File: src/rtl/sdgr_pkg.sv
// ----------------------------------------------------------------------------
// sdgr_pkg
// types, font rom and microprogram of the signed decimal glyph renderer
// ----------------------------------------------------------------------------
package sdgr_pkg;

  localparam int DIGITS_DEF        = 5;
  localparam int GLYPH_COLUMNS_DEF = 3;

  localparam int VALUE_W = 16;
  localparam int FL_W    = 4;
  localparam int NP_W    = 2;
  localparam int BYTE_W  = 8;
  localparam int MAG_W   = 16;
  localparam int DIGIT_W = 4;
  localparam int GCOL_W  = 3;

  // divide by ten: q = (x * 52429) >> 19, exact for x below 81920
  localparam int RECIP_W     = 17;
  localparam int RECIP       = 52429;
  localparam int RECIP_SHIFT = 19;

  localparam logic [NP_W-1:0] NP_MAX = 2'd2;

  // font rom covers '+' through '9'
  localparam int FONT_COUNT = 15;
  localparam int FONT_COLS  = 3;
  localparam int FIDX_W     = 4;

  localparam logic [FIDX_W-1:0] FI_PLUS   = 4'd0;
  localparam logic [FIDX_W-1:0] FI_MINUS  = 4'd2;
  localparam logic [FIDX_W-1:0] FI_PERIOD = 4'd3;
  localparam logic [FIDX_W-1:0] FI_ZERO   = 4'd5;

  localparam logic [BYTE_W-1:0] FONT_ROM [FONT_COUNT][FONT_COLS] = '{
    '{8'h10, 8'h38, 8'h10},  // +
    '{8'ha0, 8'h60, 8'h00},  // ,
    '{8'h10, 8'h10, 8'h10},  // -
    '{8'h60, 8'h60, 8'h00},  // .
    '{8'h60, 8'h18, 8'h06},  // /
    '{8'h7c, 8'h42, 8'h7c},  // 0
    '{8'h44, 8'h7e, 8'h40},  // 1
    '{8'h64, 8'h52, 8'h4c},  // 2
    '{8'h4a, 8'h4a, 8'h34},  // 3
    '{8'h38, 8'h24, 8'h7e},  // 4
    '{8'h4e, 8'h4a, 8'h32},  // 5
    '{8'h3c, 8'h4a, 8'h32},  // 6
    '{8'h62, 8'h1a, 8'h06},  // 7
    '{8'h76, 8'h4a, 8'h76},  // 8
    '{8'h4c, 8'h52, 8'h3c}   // 9
  };

  // columns past the rom width are blank
  function automatic logic [BYTE_W-1:0] glyph_col(logic [FIDX_W-1:0] idx,
                                                  logic [GCOL_W-1:0] col);
    logic [BYTE_W-1:0] b;
    b = '0;
    if (int'(idx) < FONT_COUNT && int'(col) < FONT_COLS) begin
      b = FONT_ROM[idx][col[1:0]];
    end
    return b;
  endfunction

  // microcode control word
  typedef enum logic [1:0] {ACT_WAIT, ACT_SPLIT, ACT_SETUP, ACT_EMIT} act_t;
  typedef enum logic [1:0] {SRC_SIGN, SRC_INT, SRC_PERIOD, SRC_FRAC} src_t;
  typedef logic [2:0] upc_t;

  localparam upc_t STEP_IDLE   = 3'd0;
  localparam upc_t STEP_SPLIT  = 3'd1;
  localparam upc_t STEP_SETUP  = 3'd2;
  localparam upc_t STEP_SIGN   = 3'd3;
  localparam upc_t STEP_INT    = 3'd4;
  localparam upc_t STEP_PERIOD = 3'd5;
  localparam upc_t STEP_FRAC   = 3'd6;

  typedef struct packed {
    act_t act;
    src_t src;
    upc_t nxt;
  } uword_t;

  function automatic uword_t ucode(upc_t a);
    uword_t w;
    unique case (a)
      STEP_IDLE:   w = '{act: ACT_WAIT,  src: SRC_SIGN,   nxt: STEP_SPLIT};
      STEP_SPLIT:  w = '{act: ACT_SPLIT, src: SRC_SIGN,   nxt: STEP_SETUP};
      STEP_SETUP:  w = '{act: ACT_SETUP, src: SRC_SIGN,   nxt: STEP_SIGN};
      STEP_SIGN:   w = '{act: ACT_EMIT,  src: SRC_SIGN,   nxt: STEP_INT};
      STEP_INT:    w = '{act: ACT_EMIT,  src: SRC_INT,    nxt: STEP_PERIOD};
      STEP_PERIOD: w = '{act: ACT_EMIT,  src: SRC_PERIOD, nxt: STEP_FRAC};
      STEP_FRAC:   w = '{act: ACT_EMIT,  src: SRC_FRAC,   nxt: STEP_IDLE};
      default:     w = '{act: ACT_WAIT,  src: SRC_SIGN,   nxt: STEP_IDLE};
    endcase
    return w;
  endfunction

endpackage

File: src/rtl/signed_decimal_glyph_renderer_core.sv
// ----------------------------------------------------------------------------
// signed_decimal_glyph_renderer_core
// formats a signed 16-bit value as decimal text and streams its glyph columns
// ----------------------------------------------------------------------------
// sequence: digit split, setup, then sign, integer digits, period and fraction
//   steps; column bytes go out one per cycle while out_ready allows, with a gap
//   for each step passed over; a new item is taken only in the idle step
// reset: synchronous, clears step counter, column counter and output valid
module signed_decimal_glyph_renderer_core #(
  parameter int DIGITS        = sdgr_pkg::DIGITS_DEF,
  parameter int GLYPH_COLUMNS = sdgr_pkg::GLYPH_COLUMNS_DEF
) (
  input  logic                                clk,
  input  logic                                rst,
  input  logic                                in_valid,
  output logic                                in_ready,
  input  logic signed [sdgr_pkg::VALUE_W-1:0] value,
  input  logic signed [sdgr_pkg::FL_W-1:0]    field_length,
  input  logic        [sdgr_pkg::NP_W-1:0]    decimal_places,
  input  logic                                show_plus,
  output logic                                out_valid,
  input  logic                                out_ready,
  output logic        [sdgr_pkg::BYTE_W-1:0]  column_byte,
  output logic                                last
);
  import sdgr_pkg::*;

  // digit index, digit position (holds DIGITS itself), glyph column counter
  localparam int IW = $clog2(DIGITS);
  localparam int PW = $clog2(DIGITS + 1);
  localparam int CW = $clog2(GLYPH_COLUMNS + 1);

  // sequencer
  upc_t   upc;
  upc_t   upc_next;
  uword_t uw;

  // item registers
  logic                   neg;
  logic                   plus_r;
  logic signed [FL_W-1:0] fl_r;
  logic [NP_W-1:0]        np_r;
  logic [MAG_W-1:0]       mag;
  logic [IW-1:0]          cnt;
  logic [IW-1:0]          first_nz;
  logic [DIGIT_W-1:0]     digits [DIGITS];
  logic [PW-1:0]          pos;
  logic [CW-1:0]          col;

  // datapath
  logic [MAG_W+RECIP_W-1:0] prod;
  logic [MAG_W-1:0]         quot;
  logic [MAG_W-1:0]         rem_w;
  logic [DIGIT_W-1:0]       rem;
  logic [PW-1:0]            start_val;
  logic [PW-1:0]            int_end;
  logic                     glyph_en;
  logic                     last_glyph;
  logic                     pad;
  logic                     slot_free;
  logic                     emit;
  logic                     glyph_done;
  logic [FIDX_W-1:0]        cur_idx;
  logic [BYTE_W-1:0]        cur_byte;

  assign uw = ucode(upc);

  // divide by ten through the reciprocal, one digit per split step
  assign prod  = mag * RECIP_W'(RECIP);
  assign quot  = MAG_W'(prod >> RECIP_SHIFT);
  assign rem_w = mag - (quot << 3) - (quot << 1);
  assign rem   = rem_w[DIGIT_W-1:0];

  // first digit shown: automatic width uses the leftmost nonzero digit
  always_comb begin
    int s;
    s = DIGITS - int'(fl_r);
    if (fl_r == -4'sd1) begin
      start_val = PW'(first_nz);
    end else if (s < 0) begin
      start_val = '0;
    end else if (s > DIGITS) begin
      start_val = PW'(DIGITS);
    end else begin
      start_val = PW'(s);
    end
  end

  assign int_end   = PW'(DIGITS) - PW'(np_r);
  assign pad       = (col == CW'(GLYPH_COLUMNS));
  assign slot_free = !out_valid || out_ready;

  // glyph selection for the current emit step
  always_comb begin
    glyph_en   = 1'b0;
    last_glyph = 1'b0;
    cur_idx    = FI_ZERO + FIDX_W'(digits[pos[IW-1:0]]);
    case (uw.src)
      SRC_SIGN: begin
        glyph_en   = neg || plus_r;
        last_glyph = (np_r == '0) && (pos >= PW'(DIGITS));
        cur_idx    = neg ? FI_MINUS : FI_PLUS;
      end
      SRC_INT: begin
        glyph_en   = pos < int_end;
        last_glyph = (np_r == '0) && (pos == PW'(DIGITS - 1));
      end
      SRC_PERIOD: begin
        glyph_en   = np_r != '0;
        cur_idx    = FI_PERIOD;
      end
      SRC_FRAC: begin
        glyph_en   = pos < PW'(DIGITS);
        last_glyph = pos == PW'(DIGITS - 1);
      end
      default: begin
        glyph_en = 1'b0;
      end
    endcase
  end

  // trailing blank column after every glyph
  assign cur_byte = pad ? '0 : glyph_col(cur_idx, GCOL_W'(col));

  // step sequencing from the control word
  always_comb begin
    upc_next   = upc;
    in_ready   = 1'b0;
    emit       = 1'b0;
    glyph_done = 1'b0;
    unique case (uw.act)
      ACT_WAIT: begin
        in_ready = 1'b1;
        if (in_valid) begin
          upc_next = uw.nxt;
        end
      end
      ACT_SPLIT: begin
        if (cnt == '0) begin
          upc_next = uw.nxt;
        end
      end
      ACT_SETUP: begin
        upc_next = uw.nxt;
      end
      ACT_EMIT: begin
        if (!glyph_en) begin
          upc_next = uw.nxt;
        end else if (slot_free) begin
          emit = 1'b1;
          if (pad) begin
            glyph_done = 1'b1;
            // single glyphs leave after one pass, digit runs recheck the bound
            if (uw.src == SRC_SIGN || uw.src == SRC_PERIOD) begin
              upc_next = uw.nxt;
            end
          end
        end
      end
      default: begin
        upc_next = STEP_IDLE;
      end
    endcase
  end

  // control registers
  always_ff @(posedge clk) begin
    if (rst) begin
      upc       <= STEP_IDLE;
      out_valid <= 1'b0;
      col       <= '0;
    end else begin
      upc <= upc_next;
      if (emit) begin
        out_valid <= 1'b1;
        col       <= pad ? '0 : col + CW'(1);
      end else if (out_ready) begin
        out_valid <= 1'b0;
      end
    end
  end

  // item, digit buffer and output payload
  always_ff @(posedge clk) begin
    if (in_valid && in_ready) begin
      neg      <= value[VALUE_W-1];
      // -32768 negates to 0x8000, its true magnitude as unsigned
      mag      <= value[VALUE_W-1] ? MAG_W'(~value + 1'b1) : MAG_W'(value);
      fl_r     <= field_length;
      np_r     <= (decimal_places > NP_MAX) ? NP_MAX : decimal_places;
      plus_r   <= show_plus;
      cnt      <= IW'(DIGITS - 1);
      first_nz <= IW'(DIGITS - 1);
    end
    if (uw.act == ACT_SPLIT) begin
      digits[cnt] <= rem;
      mag         <= quot;
      cnt         <= cnt - IW'(1);
      // digits come right to left, so the last nonzero seen is the leftmost
      if (rem != '0) begin
        first_nz <= cnt;
      end
    end
    if (uw.act == ACT_SETUP) begin
      pos <= start_val;
    end
    if (uw.act == ACT_EMIT && uw.src == SRC_PERIOD) begin
      pos <= int_end;
    end
    if (glyph_done && (uw.src == SRC_INT || uw.src == SRC_FRAC)) begin
      pos <= pos + PW'(1);
    end
    if (emit) begin
      column_byte <= cur_byte;
      last        <= pad && last_glyph;
    end
  end

`ifndef ASSERT_OFF
  // an accepted item starts the digit split right away
  a_accept_split: assert property (@(posedge clk) disable iff (rst)
    (in_valid && in_ready) |=> (upc == STEP_SPLIT))
    else $error("accepted item did not enter digit split");

  // the final byte of a number is always a blank padding column
  a_last_blank: assert property (@(posedge clk) disable iff (rst)
    (out_valid && last) |-> (column_byte == '0))
    else $error("last flag on a non-blank column");

  // the magnitude is fully consumed once all digits are split off
  a_split_done: assert property (@(posedge clk) disable iff (rst)
    (upc == STEP_SETUP) |-> (mag == '0))
    else $error("magnitude left over after digit split");
`endif

endmodule

File: config.mk
export PLATFORM = sky130hd
export DESIGN_NAME = signed_decimal_glyph_renderer_core
export DESIGN_NICKNAME = d
export VERILOG_FILES = /design/src/rtl/sdgr_pkg.sv /design/src/rtl/signed_decimal_glyph_renderer_core.sv
export SDC_FILE = /design/constraint.sdc
export NUM_CORES = 1
export LEC_CHECK = 0
export CAP_MARGIN = 40
export CELL_PAD_IN_SITES_DETAIL_PLACEMENT = 2
export CELL_PAD_IN_SITES_GLOBAL_PLACEMENT = 2
export CORE_ASPECT_RATIO = 0.75
export CORE_MARGIN = 3
export CORE_UTILIZATION = 40
export DETAILED_ROUTE_END_ITERATION = 7
export DONT_BUFFER_PORTS = 1
export PLACE_DENSITY_LB_ADDON = 0.1
export SYNTH_ARGS = -nofsm -noshare
export SYNTH_HDL_FRONTEND = slang
export SYNTH_SLANG_ARGS = --single-unit
File: constraint.sdc
create_clock -name clk -period 7.3 [get_ports clk]
set_clock_uncertainty 0.05 [all_clocks]
set_input_delay 0.73 -clock clk [delete_from_list [all_inputs] [get_ports clk]]
set_output_delay 0.73 -clock clk [all_outputs]
set_load 0.02 [all_outputs]
==> flow_results.org, run 1 <==
** Yosys
- Number of enable-type register cells in the synthesized netlist :: 55
- Ys async rst share :: 0%
- Post-Synthesis Cells :: 905
- Total standard cell area after synthesis :: 8740 sq um
- Dividing the synthesized area by the synthesized cell count gives 9.65 sq um.
- During synthesis, Yosys emitted a total of 0 warnings.
- After synthesis the netlist holds a flip-flop and latch count of 70.
- The number of nets in the synthesized netlist is 1158.
- Of the synthesized area, sequential elements account for 22.3%.
- Among all flip-flop cells after synthesis, the most frequent one is sky130_fd_sc_hd__edfxtp_1.
- After synthesis, the netlist uses 74 different library cells.

** Worst setup path
- Biggest cell delay along the critical path :: 0.53 ns
- Arrival time at the worst endpoint :: 7.14 ns
- Delay-heaviest family, CP :: adder cells
- Worst Path Buf+Inv :: 4
- Of all nets on the critical path, the largest fanout is 5.
- Endpoint required time on the critical path :: 7.49 ns
- Cell with the largest stage delay on the worst path :: sky130_fd_sc_hd__edfxtp_1
- The critical path is of the reg2reg type.
- The cell that appears most often on the critical path is sky130_fd_sc_hd__ha_1.
- Startpoint type of the worst setup path :: flop
- Element type at the critical path end :: flop

** Route
- DRC Markers :: 0
- DRT iter0 DRCs :: 401
- Total Routed Length :: 25500 microns
- Before antenna repair, the detailed router went through 6 iterations.
- Via count :: 6443
- Post-detailed-route via-to-cell ratio :: 5.41
- The count of nets left with antenna violations once routing finished came out at 0.
- Average wire per cell in the routed design :: 21.4 microns

** CTS
- The root buffer cell chosen for the clock tree is sky130_fd_sc_hd__clkbuf_16.
- Buffers inserted during clock tree synthesis total 9.
- Count of buffers added by post-CTS timing repair for setup :: 0
- CTS Hold Bufs :: 0
- The clock passes through at most 2 buffers.
- Quantity of gates resized following cts :: 0
- The tree built by TritonCTS fans out to 70 sinks.
- Clock transition at the registers of the reported paths :: 0.07 ns
- TritonCTS built the clock tree.
- The clock reaches the later pin of the worst-skew pair after 0.35 ns.
- The clock tree synthesis step divided the H-tree into 3 levels.

** Die
- Die ar. :: 23700 sq um
- Pin placement for this block handled 38 I/O pins.
- Die Ht :: 134 microns
- Effective utilization at floorplan :: 41.0%
- Number of placement rows :: 46
- In this run the standard cell core region covers 21300 sq um.
- Horizontal die dimension :: 177 microns

** STA
- The final max-slew violation count is 0.
- Worst slew margin :: 41.2%
- Unrepaired setup endpoints after global routing :: no
- Final Hold Viols :: 0
- Finish-stage setup viols :: 0
- The worst path in the final design needs a cycle of 6.95 ns, including I/O delays and setup.
- Tightest Pin Transition :: 0.878 ns
- Total Neg Setup Slack :: 0 ns
- Post-route clock period utilization :: 95.2%
- Based on the critical path, the design can be clocked at up to 144 MHz.

** Placed design
- The congestion estimate from routability-driven global placement came to 0.884.
- Once placement completed, the tool counted placed cells totaling 1174.
- Port buffering added 0 buffers.
- Summed over all nets, the half-perimeter wirelength after detailed placement is 21800 microns.

** Finish
- # diodes :: 0
- Measured on the finished design, the core utilization comes to 44.0%.
- Number of nets in the layout :: 1150
- Fraction of layout instances using a drive strength above 1 :: 4.88%
- Summing all multi-input logic gate instances after layout gives 5950 sq um.
- Non-filler instance count after layout :: 1190
- Summing all flip-flop and latch instances after layout gives 1950 sq um.
- Relative to the synthesized area, the layout overhead comes to 7.13%.
- The layout has 2315 filler cells.

** GRT
- After global routing the overflow that remains totals 0.
- The initial antenna violation count was 0.
- The first global-routing pass estimated 40900 microns of wire.
- The via count of the first global-routing pass came to 7353.
- Global routing consumed, over all layers together, 22.4% of the routing resources.
- Maximum number of pins on one net before global-route repair :: 28

** Outcome
- Run status :: completed

** Run
- Max_cap viols :: 0

** Min path
- The tightest min-delay check is of the in2reg type.
[cell usage in the layout (no fill, tap or decap), types with 18 or more instances in the layout]
cell type                  netlist  routed
sky130_fd_sc_hd__inv_1         195     195
sky130_fd_sc_hd__nand3_1        20      20
sky130_fd_sc_hd__o21ai_0        47      47
sky130_fd_sc_hd__nor2_1         45      45
sky130_fd_sc_hd__nand2_1        44      44
sky130_fd_sc_hd__xnor2_1        19      18
sky130_fd_sc_hd__edfxtp_1       55      55
sky130_fd_sc_hd__a21oi_1        36      35
sky130_fd_sc_hd__ha_1          146     146
sky130_fd_sc_hd__fa_1           80      80
[area by class of cell]
| type | instances | share of cell area (%) |
|---|---|---|
| clock inverter | 7 | 0.949 |
| inverter | 195 | 7.82 |
| multi-input combinational | 615 | 63.6 |
| clock buffer | 9 | 2.41 |
| tap | 288 | 3.85 |
| timing repair buffer | 6 | 0.521 |
| sequential | 70 | 20.9 |
[worst register-to-register path, stage by stage, from the launching register on]
cell                       delay (ns)
sky130_fd_sc_hd__edfxtp_1        0.53
sky130_fd_sc_hd__ha_1            0.43
sky130_fd_sc_hd__ha_1            0.32
sky130_fd_sc_hd__ha_1            0.15
sky130_fd_sc_hd__inv_1           0.05
sky130_fd_sc_hd__fa_1            0.48
sky130_fd_sc_hd__inv_1           0.05
sky130_fd_sc_hd__fa_1            0.48
sky130_fd_sc_hd__inv_1           0.06
sky130_fd_sc_hd__fa_1            0.53
sky130_fd_sc_hd__inv_1           0.04
sky130_fd_sc_hd__ha_1            0.32
sky130_fd_sc_hd__a211oi_1        0.26
sky130_fd_sc_hd__o21ai_1         0.13
sky130_fd_sc_hd__or4_4           0.52
sky130_fd_sc_hd__a41oi_1         0.34
sky130_fd_sc_hd__o31ai_1         0.15
sky130_fd_sc_hd__a21oi_1         0.17
sky130_fd_sc_hd__o21bai_1        0.11
sky130_fd_sc_hd__xor2_2          0.27
sky130_fd_sc_hd__ha_1            0.22
sky130_fd_sc_hd__xnor2_1         0.15
sky130_fd_sc_hd__xnor3_1         0.30
sky130_fd_sc_hd__o21ai_0         0.35
sky130_fd_sc_hd__o21bai_1        0.14
sky130_fd_sc_hd__o221a_2         0.26
[state kept, by name, indices dropped and copies added (netlist names), named ones only]
name / flops
mag: 16
plus_r: 1
np_r: 2
col: 2
out_valid: 1
first_nz: 3
upc: 3
cnt: 3
digits: 20
column_byte: 7
neg: 1
fl_r: 4
last: 1
pos: 3
[Yosys cell counts, types with 6 or more instances]
master	n	share of area (%)
sky130_fd_sc_hd__xor2_1	14	1.4
sky130_fd_sc_hd__clkbuf_1	16	0.69
sky130_fd_sc_hd__o31ai_1	8	0.69
sky130_fd_sc_hd__xnor2_1	19	1.9
sky130_fd_sc_hd__mux2i_1	7	0.80
sky130_fd_sc_hd__nand2_1	44	1.9
sky130_fd_sc_hd__or3_1	7	0.50
sky130_fd_sc_hd__and3_1	7	0.50
sky130_fd_sc_hd__nor3_1	15	0.86
sky130_fd_sc_hd__a211oi_1	6	0.52
sky130_fd_sc_hd__nor2_1	45	1.9
sky130_fd_sc_hd__inv_1	195	8.4
sky130_fd_sc_hd__o21a_1	6	0.52
sky130_fd_sc_hd__o211ai_1	6	0.52
sky130_fd_sc_hd__nand2b_1	8	0.57
sky130_fd_sc_hd__edfxtp_1	55	19
sky130_fd_sc_hd__nand3_1	20	1.1
sky130_fd_sc_hd__nand4_1	6	0.43
sky130_fd_sc_hd__dfxtp_1	15	3.4
sky130_fd_sc_hd__o21ai_0	47	2.7
sky130_fd_sc_hd__a21oi_1	36	2.1
sky130_fd_sc_hd__fa_1	80	18
sky130_fd_sc_hd__nor2b_1	6	0.43
sky130_fd_sc_hd__ha_1	146	21
[routing by layer]
metal,wire length [microns],GRT usage [%]
met5,0,0
met4,206,3.23
met3,1050,3.74
met2,11200,35.1
met1,13000,33.4
[worst paths after layout]
kind / from / to / slack [ns] / cells after the start
setup / recovery: mag[6] / first_nz[2] / 0.35 / 25
hold reg to reg: first_nz[1] / first_nz[1] / 0.53 / 2
setup reg to reg: mag[6] / first_nz[2] / 0.35 / 25
hold / removal: rst / col[0] / 0.40 / 1
[stage by stage]
stage,hold slack [ns],setup slack [ns],cell area [sq um]
3_3_place_gp,0.475,0.493,9010
5_1_grt,0.391,0.0505,9360
4_1_cts,0.389,0.222,9340
2_1_floorplan,0.427,1.21,8740
6_report,0.401,0.352,9360
3_5_place_dp,0.517,0.257,9030
[cells by family (layout without fill, tap and decap cells)]
kind of cell    after synthesis  in the layout  share of synthesized area (%)
simple gates                178            178                           10.1
xor+xnor                     35             35                           3.75
flops                        70             70                           22.3
mux                          17             17                           2.82
compound gates              158            158                           12.0
other cells                   1              1                         0.0429
buf+inv                     220            217                           9.74
fa+ha+maj                   226            226                           39.2
Power of run 1 is not shown: default switching activity piles up to over one toggle a cycle in this logic, so the estimate is an artifact.
==> run 2, diff against run 1 <==
--- a/config.mk
+++ b/config.mk
@@ -5,6 +5,7 @@
 export SDC_FILE = /design/constraint.sdc
 export NUM_CORES = 1
 export LEC_CHECK = 0
+export ABC_AREA = 1
 export CAP_MARGIN = 40
 export CELL_PAD_IN_SITES_DETAIL_PLACEMENT = 2
 export CELL_PAD_IN_SITES_GLOBAL_PLACEMENT = 2
==> run 2 against run 1 <==
First-iteration DRC count rose by 11%. Global-route usage increased by 5.1 points. Synthesized cell count increased by 25%. Sequential share of layout area fell by 0.94 points. Via count up 19%. Wire length grew 32%. Maximum frequency rose by 3.6%. Register-to-register slack better by 0.24 ns. Synthesized area up 4.4%. Cell count is 21% higher. Count of clock-buffer cells in the layout did not move.
==> flow_results.org, run 2 <==
** Route
- Average wire per cell in the routed design :: 23.4 microns
- Wires add up to 33600 microns.
- The detailed router placed 7690 vias in this run.
- Post-detailed-route via-to-cell ratio :: 5.36
- DRT iter0 DRCs :: 446
- The first TritonRoute pass finished after 5 iterations.
- Once detail routing completed, the nets flagged for antenna violations numbered 0.
- DRC Markers :: 0

** STA
- The smallest clock period supported by the final layout is computed as 6.71 ns.
- Tightest Pin Transition :: 0.848 ns
- Maximum clock frequency :: 149 MHz
- The number of hold violations in the final report was 0.
- Final Max Slew Viols :: 0
- Unrepaired setup endpoints after global routing :: no
- Setup violations remaining at the end of the flow were counted as 0.
- Setup total negative slack on the finished layout was measured at 0 ns.
- Measured against its own limit, the worst slew margin works out to 43.0%.
- Of the available clock period, the critical path in the final layout requires 91.9%.

** Worst setup path
- Element type at the critical path end :: flop
- Arrival time at the worst endpoint :: 6.89 ns
- STA classifies the critical path startpoint as a flop.
- In this run the worst path has a maximum fanout of 7.
- The critical path is of the reg2reg type.
- Endpoint required time on the critical path :: 7.49 ns

** Placed design
- Detailed placement finished with a half-perimeter wire length of 28600 microns.
- Port buffering added 0 buffers.
- Routability congestion estimate :: 0.897

** Yosys
- Largest cells by area after synthesis :: sky130_fd_sc_hd__ha_1 20%, sky130_fd_sc_hd__edfxtp_1 18%, sky130_fd_sc_hd__fa_1 18%, sky130_fd_sc_hd__inv_1 11%, sky130_fd_sc_hd__nand2_1 8.9%
- Of all flip-flops after synthesis, the portion carrying an async set or reset was 0%.
- Share of synthesized area occupied by flip-flops and latches :: 21.4%
- Yosys warning total :: 0
- After synthesis the netlist holds a flip-flop and latch count of 70.
- The mapped netlist covers 9120 sq um.
- Ranked by instance count, the synthesized netlist is headed by 270 x sky130_fd_sc_hd__inv_1, 216 x sky130_fd_sc_hd__nand2_1, 146 x sky130_fd_sc_hd__ha_1.
- Top cell type by total area after synthesis :: sky130_fd_sc_hd__ha_1
- After synthesis, the largest area contributor takes up 20.0% of total cell area.
- In the synthesized netlist, the number of instances is 1130.
- Counting every net in the synthesized netlist gives 1383.
- The synthesized netlist contains 49 unique library cells.
- Among all flip-flop cells after synthesis, the most frequent one is sky130_fd_sc_hd__edfxtp_1.
- In the post-synthesis netlist, the cell with the most instances is sky130_fd_sc_hd__inv_1.
- Mean Syn Cell Area :: 8.07 sq um
- Number of enable-type register cells in the synthesized netlist :: 55

** GRT
- Across every metal layer, demand over resource in global routing totals 27.5%.
- The via count of the first global-routing pass is 8568.
- Entering global routing, the biggest net connects 26 pins.
- The initial antenna violation count was 0.
- Wire length of the first global-routing pass :: 51200 microns
- Global routing finished with a remaining overflow of 0.

** Outcome
- Run status :: completed

** CTS
- TritonCTS built the clock tree.
- Counting along the longest clock path gives a buffer depth of 2.
- Clock tree synthesis found a total of 70 sinks.
- Count of buffers added by post-CTS timing repair for setup :: 0
- Later-pin clock latency in the skew report :: 0.34 ns
- Clock transition at the registers of the reported paths :: 0.07 ns
- The H-tree was split into 3 levels.
- Counting the buffers created by CTS gives 9.
- Library cell used as clock root buffer :: sky130_fd_sc_hd__clkbuf_16
- Quantity of gates resized following cts :: 0
- Hold repair after CTS inserted 0 buffers.

** Finish
- In the final design database the tool counted 1389 nets.
- The largest registers in the layout are digits x20, mag x16, column_byte x7.
- Fraction of layout instances using a drive strength above 1 :: 4.21%
- The register with the most flip-flops in the layout has 20 of them.
- The filler cells instantiated in the layout total 2519.
- Area overhead of the layout relative to synthesis :: 7.46%
- Most used cells in the layout excluding fill and tap cells :: 270 x sky130_fd_sc_hd__inv_1, 216 x sky130_fd_sc_hd__nand2_1, 146 x sky130_fd_sc_hd__ha_1
- Register with the most flip-flops :: digits
- Leaving out fill and tap cells, the most frequent cell in the layout is sky130_fd_sc_hd__inv_1.

** Min path
- Hold Path Class :: in2reg

** Die
- Number of primary I/O pins :: 38
- For this configuration, the core starts out at a cell density of 41.0%.
- After floorplanning, the core was divided into 47 placement rows.
- In this run the vertical extent of the chip is 137 microns.
- The core region is 22200 sq um.
- Die ar. :: 24700 sq um
- In this run the horizontal extent of the chip is 180 microns.

** Run
- Max_cap viols :: 0
==> run 2: cell count changes in the layout (fill, tap and decap cells not counted), sizes merged, moves of 9 or more <==
cell | before | now
nand3 | 20 | 60
xnor2 | 20 | 11
nand2 | 44 | 221
a21oi | 36 | 56
nor2 | 46 | 63
o21ai | 50 | 64
inv | 200 | 279
==> run 2: stage by stage <==
step                      std cells  setup slack, ns  area [sq um]  util (%)  hold slack, ns
final                          1436            0.594          9800      44.1           0.398
after global placement         1416             1.01          9460      42.5           0.465
after floorplan                1130             1.64          9120         -           0.436
after global routing           1435            0.246          9800      44.1           0.387
after detailed placement       1417            0.742          9480      42.7           0.477
after CTS                      1433            0.710          9790      44.0           0.393
==> run 2: cells by family after synthesis <==
group / after synthesis / synth area share, %
compound gates: 147 / 9.03
xor+xnor: 21 / 2.02
fa+ha+maj: 226 / 37.6
buf+inv: 287 / 12.0
flops: 70 / 21.4
other cells: 1 / 0.0411
simple gates: 378 / 17.9
==> run 2: final cells by class <==
cell class | count | area [sq um] | area share [%]
multi-input cells | 773 | 6080 | 62.0
flip-flops and latches | 70 | 1950 | 19.9
inverters | 277 | 1040 | 10.7
well taps | 294 | 368 | 3.75
clock buffers | 9 | 225 | 2.30
clock inverters | 7 | 81.3 | 0.830
repair buffers | 5 | 52.6 | 0.536
diodes | 1 | 2.50 | 0.0255
==> run 2: final timing paths <==
path / startpoint / endpoint / slack (ns) / cells after the start
min reg2reg: first_nz[2] / first_nz[2] / 0.49 / 4
min: rst / out_valid / 0.40 / 1
max: mag[0] / first_nz[1] / 0.59 / 26
max reg2reg: mag[0] / first_nz[1] / 0.59 / 26
==> run 2: layer usage <==
layer | routed length (microns) | vias to the layer above | GRT usage, %
met5 | 87 | - | 0
met4 | 669 | 2 | 6.18
met3 | 1650 | 37 | 4.89
met2 | 14400 | 201 | 42.4
met1 | 16800 | 3847 | 40.4
li1 | - | 3603 | -
==> run 2: critical path: stages, from the launching register on <==
cell                       delay (ns)
sky130_fd_sc_hd__edfxtp_1        0.56
sky130_fd_sc_hd__inv_1           0.11
sky130_fd_sc_hd__ha_1            0.33
sky130_fd_sc_hd__inv_1           0.11
sky130_fd_sc_hd__ha_1            0.32
sky130_fd_sc_hd__inv_1           0.06
sky130_fd_sc_hd__fa_1            0.53
sky130_fd_sc_hd__inv_1           0.05
sky130_fd_sc_hd__fa_1            0.50
sky130_fd_sc_hd__fa_1            0.55
sky130_fd_sc_hd__inv_1           0.07
sky130_fd_sc_hd__fa_1            0.65
sky130_fd_sc_hd__inv_1           0.07
sky130_fd_sc_hd__ha_1            0.34
sky130_fd_sc_hd__a21oi_1         0.25
sky130_fd_sc_hd__o21a_1          0.19
sky130_fd_sc_hd__nor2_1          0.05
sky130_fd_sc_hd__nor2_1          0.13
sky130_fd_sc_hd__nand2_1         0.08
sky130_fd_sc_hd__xor2_1          0.22
sky130_fd_sc_hd__ha_1            0.32
sky130_fd_sc_hd__xnor2_1         0.53
sky130_fd_sc_hd__nor3_1          0.12
sky130_fd_sc_hd__nand2_1         0.17
sky130_fd_sc_hd__nand2_1         0.10
sky130_fd_sc_hd__nand2_1         0.09
sky130_fd_sc_hd__nand2_1         0.05
Power of run 2 is left out for the same reason.
==> run 3, diff against run 2 <==
--- a/config.mk
+++ b/config.mk
@@ -9,7 +9,7 @@
 export CAP_MARGIN = 40
 export CELL_PAD_IN_SITES_DETAIL_PLACEMENT = 2
 export CELL_PAD_IN_SITES_GLOBAL_PLACEMENT = 2
-export CORE_ASPECT_RATIO = 0.75
+export CORE_ASPECT_RATIO = 0.7
 export CORE_MARGIN = 3
 export CORE_UTILIZATION = 40
 export DETAILED_ROUTE_END_ITERATION = 7
==> run 3 against run 2 <==
Count of clock-buffer cells in the layout is the same. Register-to-register slack gained 0.07 ns. Critical path depth shrank 3. Die area is essentially flat. Cell area shrank 0.28%. Sequential share of layout area grew 0.056 points. Via count grew 0.20%. Setup slack gained 0.072 ns. Global-route usage grew 0.13 points. Cell count grew 0.63%. Flip-flop and latch count is the same. Highest routed layer is now met4.
==> flow_results.org, run 3 (synthesis results as in run 2) <==
** Outcome
- Run status :: completed

** Worst setup path
- The critical path is of the reg2reg type.
- Startpoint type of the worst setup path :: flop
- Endpoint required time on the critical path :: 7.50 ns
- Critical path fanouts, max :: 6
- STA classifies the critical path endpoint as a flop.
- For the worst setup path, the data arrival time is 6.83 ns.
- Launching element of the worst setup path :: mag[6]
- In this run the critical register-to-register path is launched from mag[6].

** Die
- Die Ht :: 132 microns
- Once the floorplan was initialized, standard cells occupied 41.4% of the core.
- Horizontal die dimension :: 186 microns
- The floorplan step defined a die boundary enclosing 24700 sq um.
- Number of primary I/O pins :: 38
- The core region is 22000 sq um.
- The floorplan has 45 rows.

** GRT
- Global routing used 42.2% of the available met1 tracks.
- Vias in the first global route :: 8578
- Number of antenna violations at the first check in global routing :: 1
- Global-route usage over all layers :: 27.6%
- For this run, global-route usage on met2 was measured as 39.8%.
- Grt ovf :: 0
- Entering global routing, the biggest net connects 26 pins.
- Wire length of the first global-routing pass :: 51700 microns
- Busiest layer in global routing :: met1
- GR met3 Demand/Resource :: 6.43%

** STA
- Final Hold Viols :: 0
- Total Neg Setup Slack :: 0 ns
- The final max-slew violation count is 0.
- Tightest Pin Transition :: 0.852 ns
- Setup violations remaining at the end of the flow were counted as 0.
- After layout, the worst setup slack is 0.666 ns.
- Unrepaired setup endpoints after global routing :: no
- Post-route clock period utilization :: 90.9%
- The worst pin sits at a relative slew slack of 42.8%.
- Maximum clock frequency :: 151 MHz
- Post-route worst hold slack :: 0.390 ns
- Min cycle time layout :: 6.63 ns

** Placed design
- Post-Place Worst Slack :: 0.678 ns
- Routability congestion estimate :: 0.903
- Port buffering added 0 buffers.
- HPWL after DPL :: 28700 microns

** Finish
- The register with the most flip-flops in the layout has 20 of them.
- Sequential cell area :: 1950 sq um
- Most common library cell in the layout ignoring fill and taps :: sky130_fd_sc_hd__inv_1
- In the final layout, the registers with the most flip-flops are digits x20, mag x16, column_byte x7.
- Area overhead of the layout relative to synthesis :: 7.16%
- For this run, the post-layout net count is 1388.
- Fraction of layout instances using a drive strength above 1 :: 4.12%
- # diodes :: 0
- The layout has 2525 filler cells.
- Most used cells in the layout excluding fill and tap cells :: 270 x sky130_fd_sc_hd__inv_1, 216 x sky130_fd_sc_hd__nand2_1, 146 x sky130_fd_sc_hd__ha_1
- The multi-input combinational cells in the finished layout cover a total of 6080 sq um.
- digits holds more flip-flops than any other register.
- For this run, the share of the core covered by cells in the final layout is 44.4%.

** Route
- In the routed design, unresolved DRC markers number 0.
- Remaining antenna violation count after routing :: 0
- DRT iter0 DRCs :: 478
- Across all layers, the routed design uses 7705 vias.
- Total Routed Length :: 33100 microns
- First-pass detailed-route iteration total :: 4
- Post-detailed-route via-to-cell ratio :: 5.33
- Average wire per cell in the routed design :: 22.9 microns

** Run
- Max-cap violations in this run came to 0.

** CTS
- Library cell used as clock root buffer :: sky130_fd_sc_hd__clkbuf_16
- In this run the number of H-tree levels came out at 3.
- TritonCTS built the clock tree.
- The clock drives 70 sinks.
- CTS Hold Bufs :: 0
- After clock tree synthesis, the clock-pin slew on the worst setup and hold paths is 0.07 ns.
- Quantity of gates resized following cts :: 0
- Later-pin clock latency in the skew report :: 0.36 ns
- Maximum count of clock buffers along a single path :: 2
- Count of buffers added by post-CTS timing repair for setup :: 0
- Clock buffer count from CTS :: 9

** Min path
- Hold Path Class :: in2reg
- Hold wc startpoint :: rst
==> run 3: cell count changes in the layout (fill, tap and decap cells not counted), sizes merged <==
cell and change:
buf -1, bufinv -1, clkinv +2, clkinvlp -1, diode -1
==> run 3: path summary, 6_finish.rpt <==
check | endpoint | slack [ns] | depth (start not counted)
setup / recovery | first_nz[0] | 0.67 | 23
hold / removal | out_valid | 0.39 | 1
setup reg to reg | first_nz[0] | 0.67 | 23
hold reg to reg | first_nz[2] | 0.49 | 4
==> run 3: final cells by class <==
cell class / instances / area share [%]
Clock inverter: 7 / 0.589
Tap cell: 305 / 3.90
Multi-Input combinational cell: 773 / 62.2
Inverter: 277 / 10.7
Timing Repair Buffer: 4 / 0.384
Sequential cell: 70 / 20.0
Clock buffer: 9 / 2.30
==> run 3: metal layers <==
layer	up-vias	part of all wire (%)
met2	180	41
met3	38	6.0
met1	3889	51
met4	0	1.3
met5	-	0
li1	3598	-
==> run 3: through the flow <==
stage | std cells | instance area, sq um
2_1_floorplan | 1130 | 9120
3_3_place_gp | 1428 | 9480
3_5_place_dp | 1429 | 9490
4_1_cts | 1445 | 9770
5_1_grt | 1445 | 9770
6_report | 1445 | 9770
==> run 3: worst max-delay path: stages, from the launching register on <==
cell	delay, ns
sky130_fd_sc_hd__edfxtp_1	0.53
sky130_fd_sc_hd__ha_1	0.39
sky130_fd_sc_hd__inv_1	0.12
sky130_fd_sc_hd__fa_1	0.56
sky130_fd_sc_hd__inv_1	0.07
sky130_fd_sc_hd__fa_1	0.53
sky130_fd_sc_hd__fa_1	0.56
sky130_fd_sc_hd__fa_1	0.56
sky130_fd_sc_hd__inv_1	0.06
sky130_fd_sc_hd__fa_1	0.55
sky130_fd_sc_hd__inv_1	0.05
sky130_fd_sc_hd__ha_1	0.32
sky130_fd_sc_hd__a21oi_1	0.24
sky130_fd_sc_hd__o21ai_0	0.18
sky130_fd_sc_hd__nor2_1	0.18
sky130_fd_sc_hd__nand2_1	0.08
sky130_fd_sc_hd__xor2_1	0.19
sky130_fd_sc_hd__ha_1	0.31
sky130_fd_sc_hd__xnor2_1	0.42
sky130_fd_sc_hd__nor3_1	0.11
sky130_fd_sc_hd__nand2_1	0.18
sky130_fd_sc_hd__nand2_1	0.13
sky130_fd_sc_hd__nand2_1	0.10
sky130_fd_sc_hd__nand2_1	0.05
Power of run 3 is left out for the same reason.
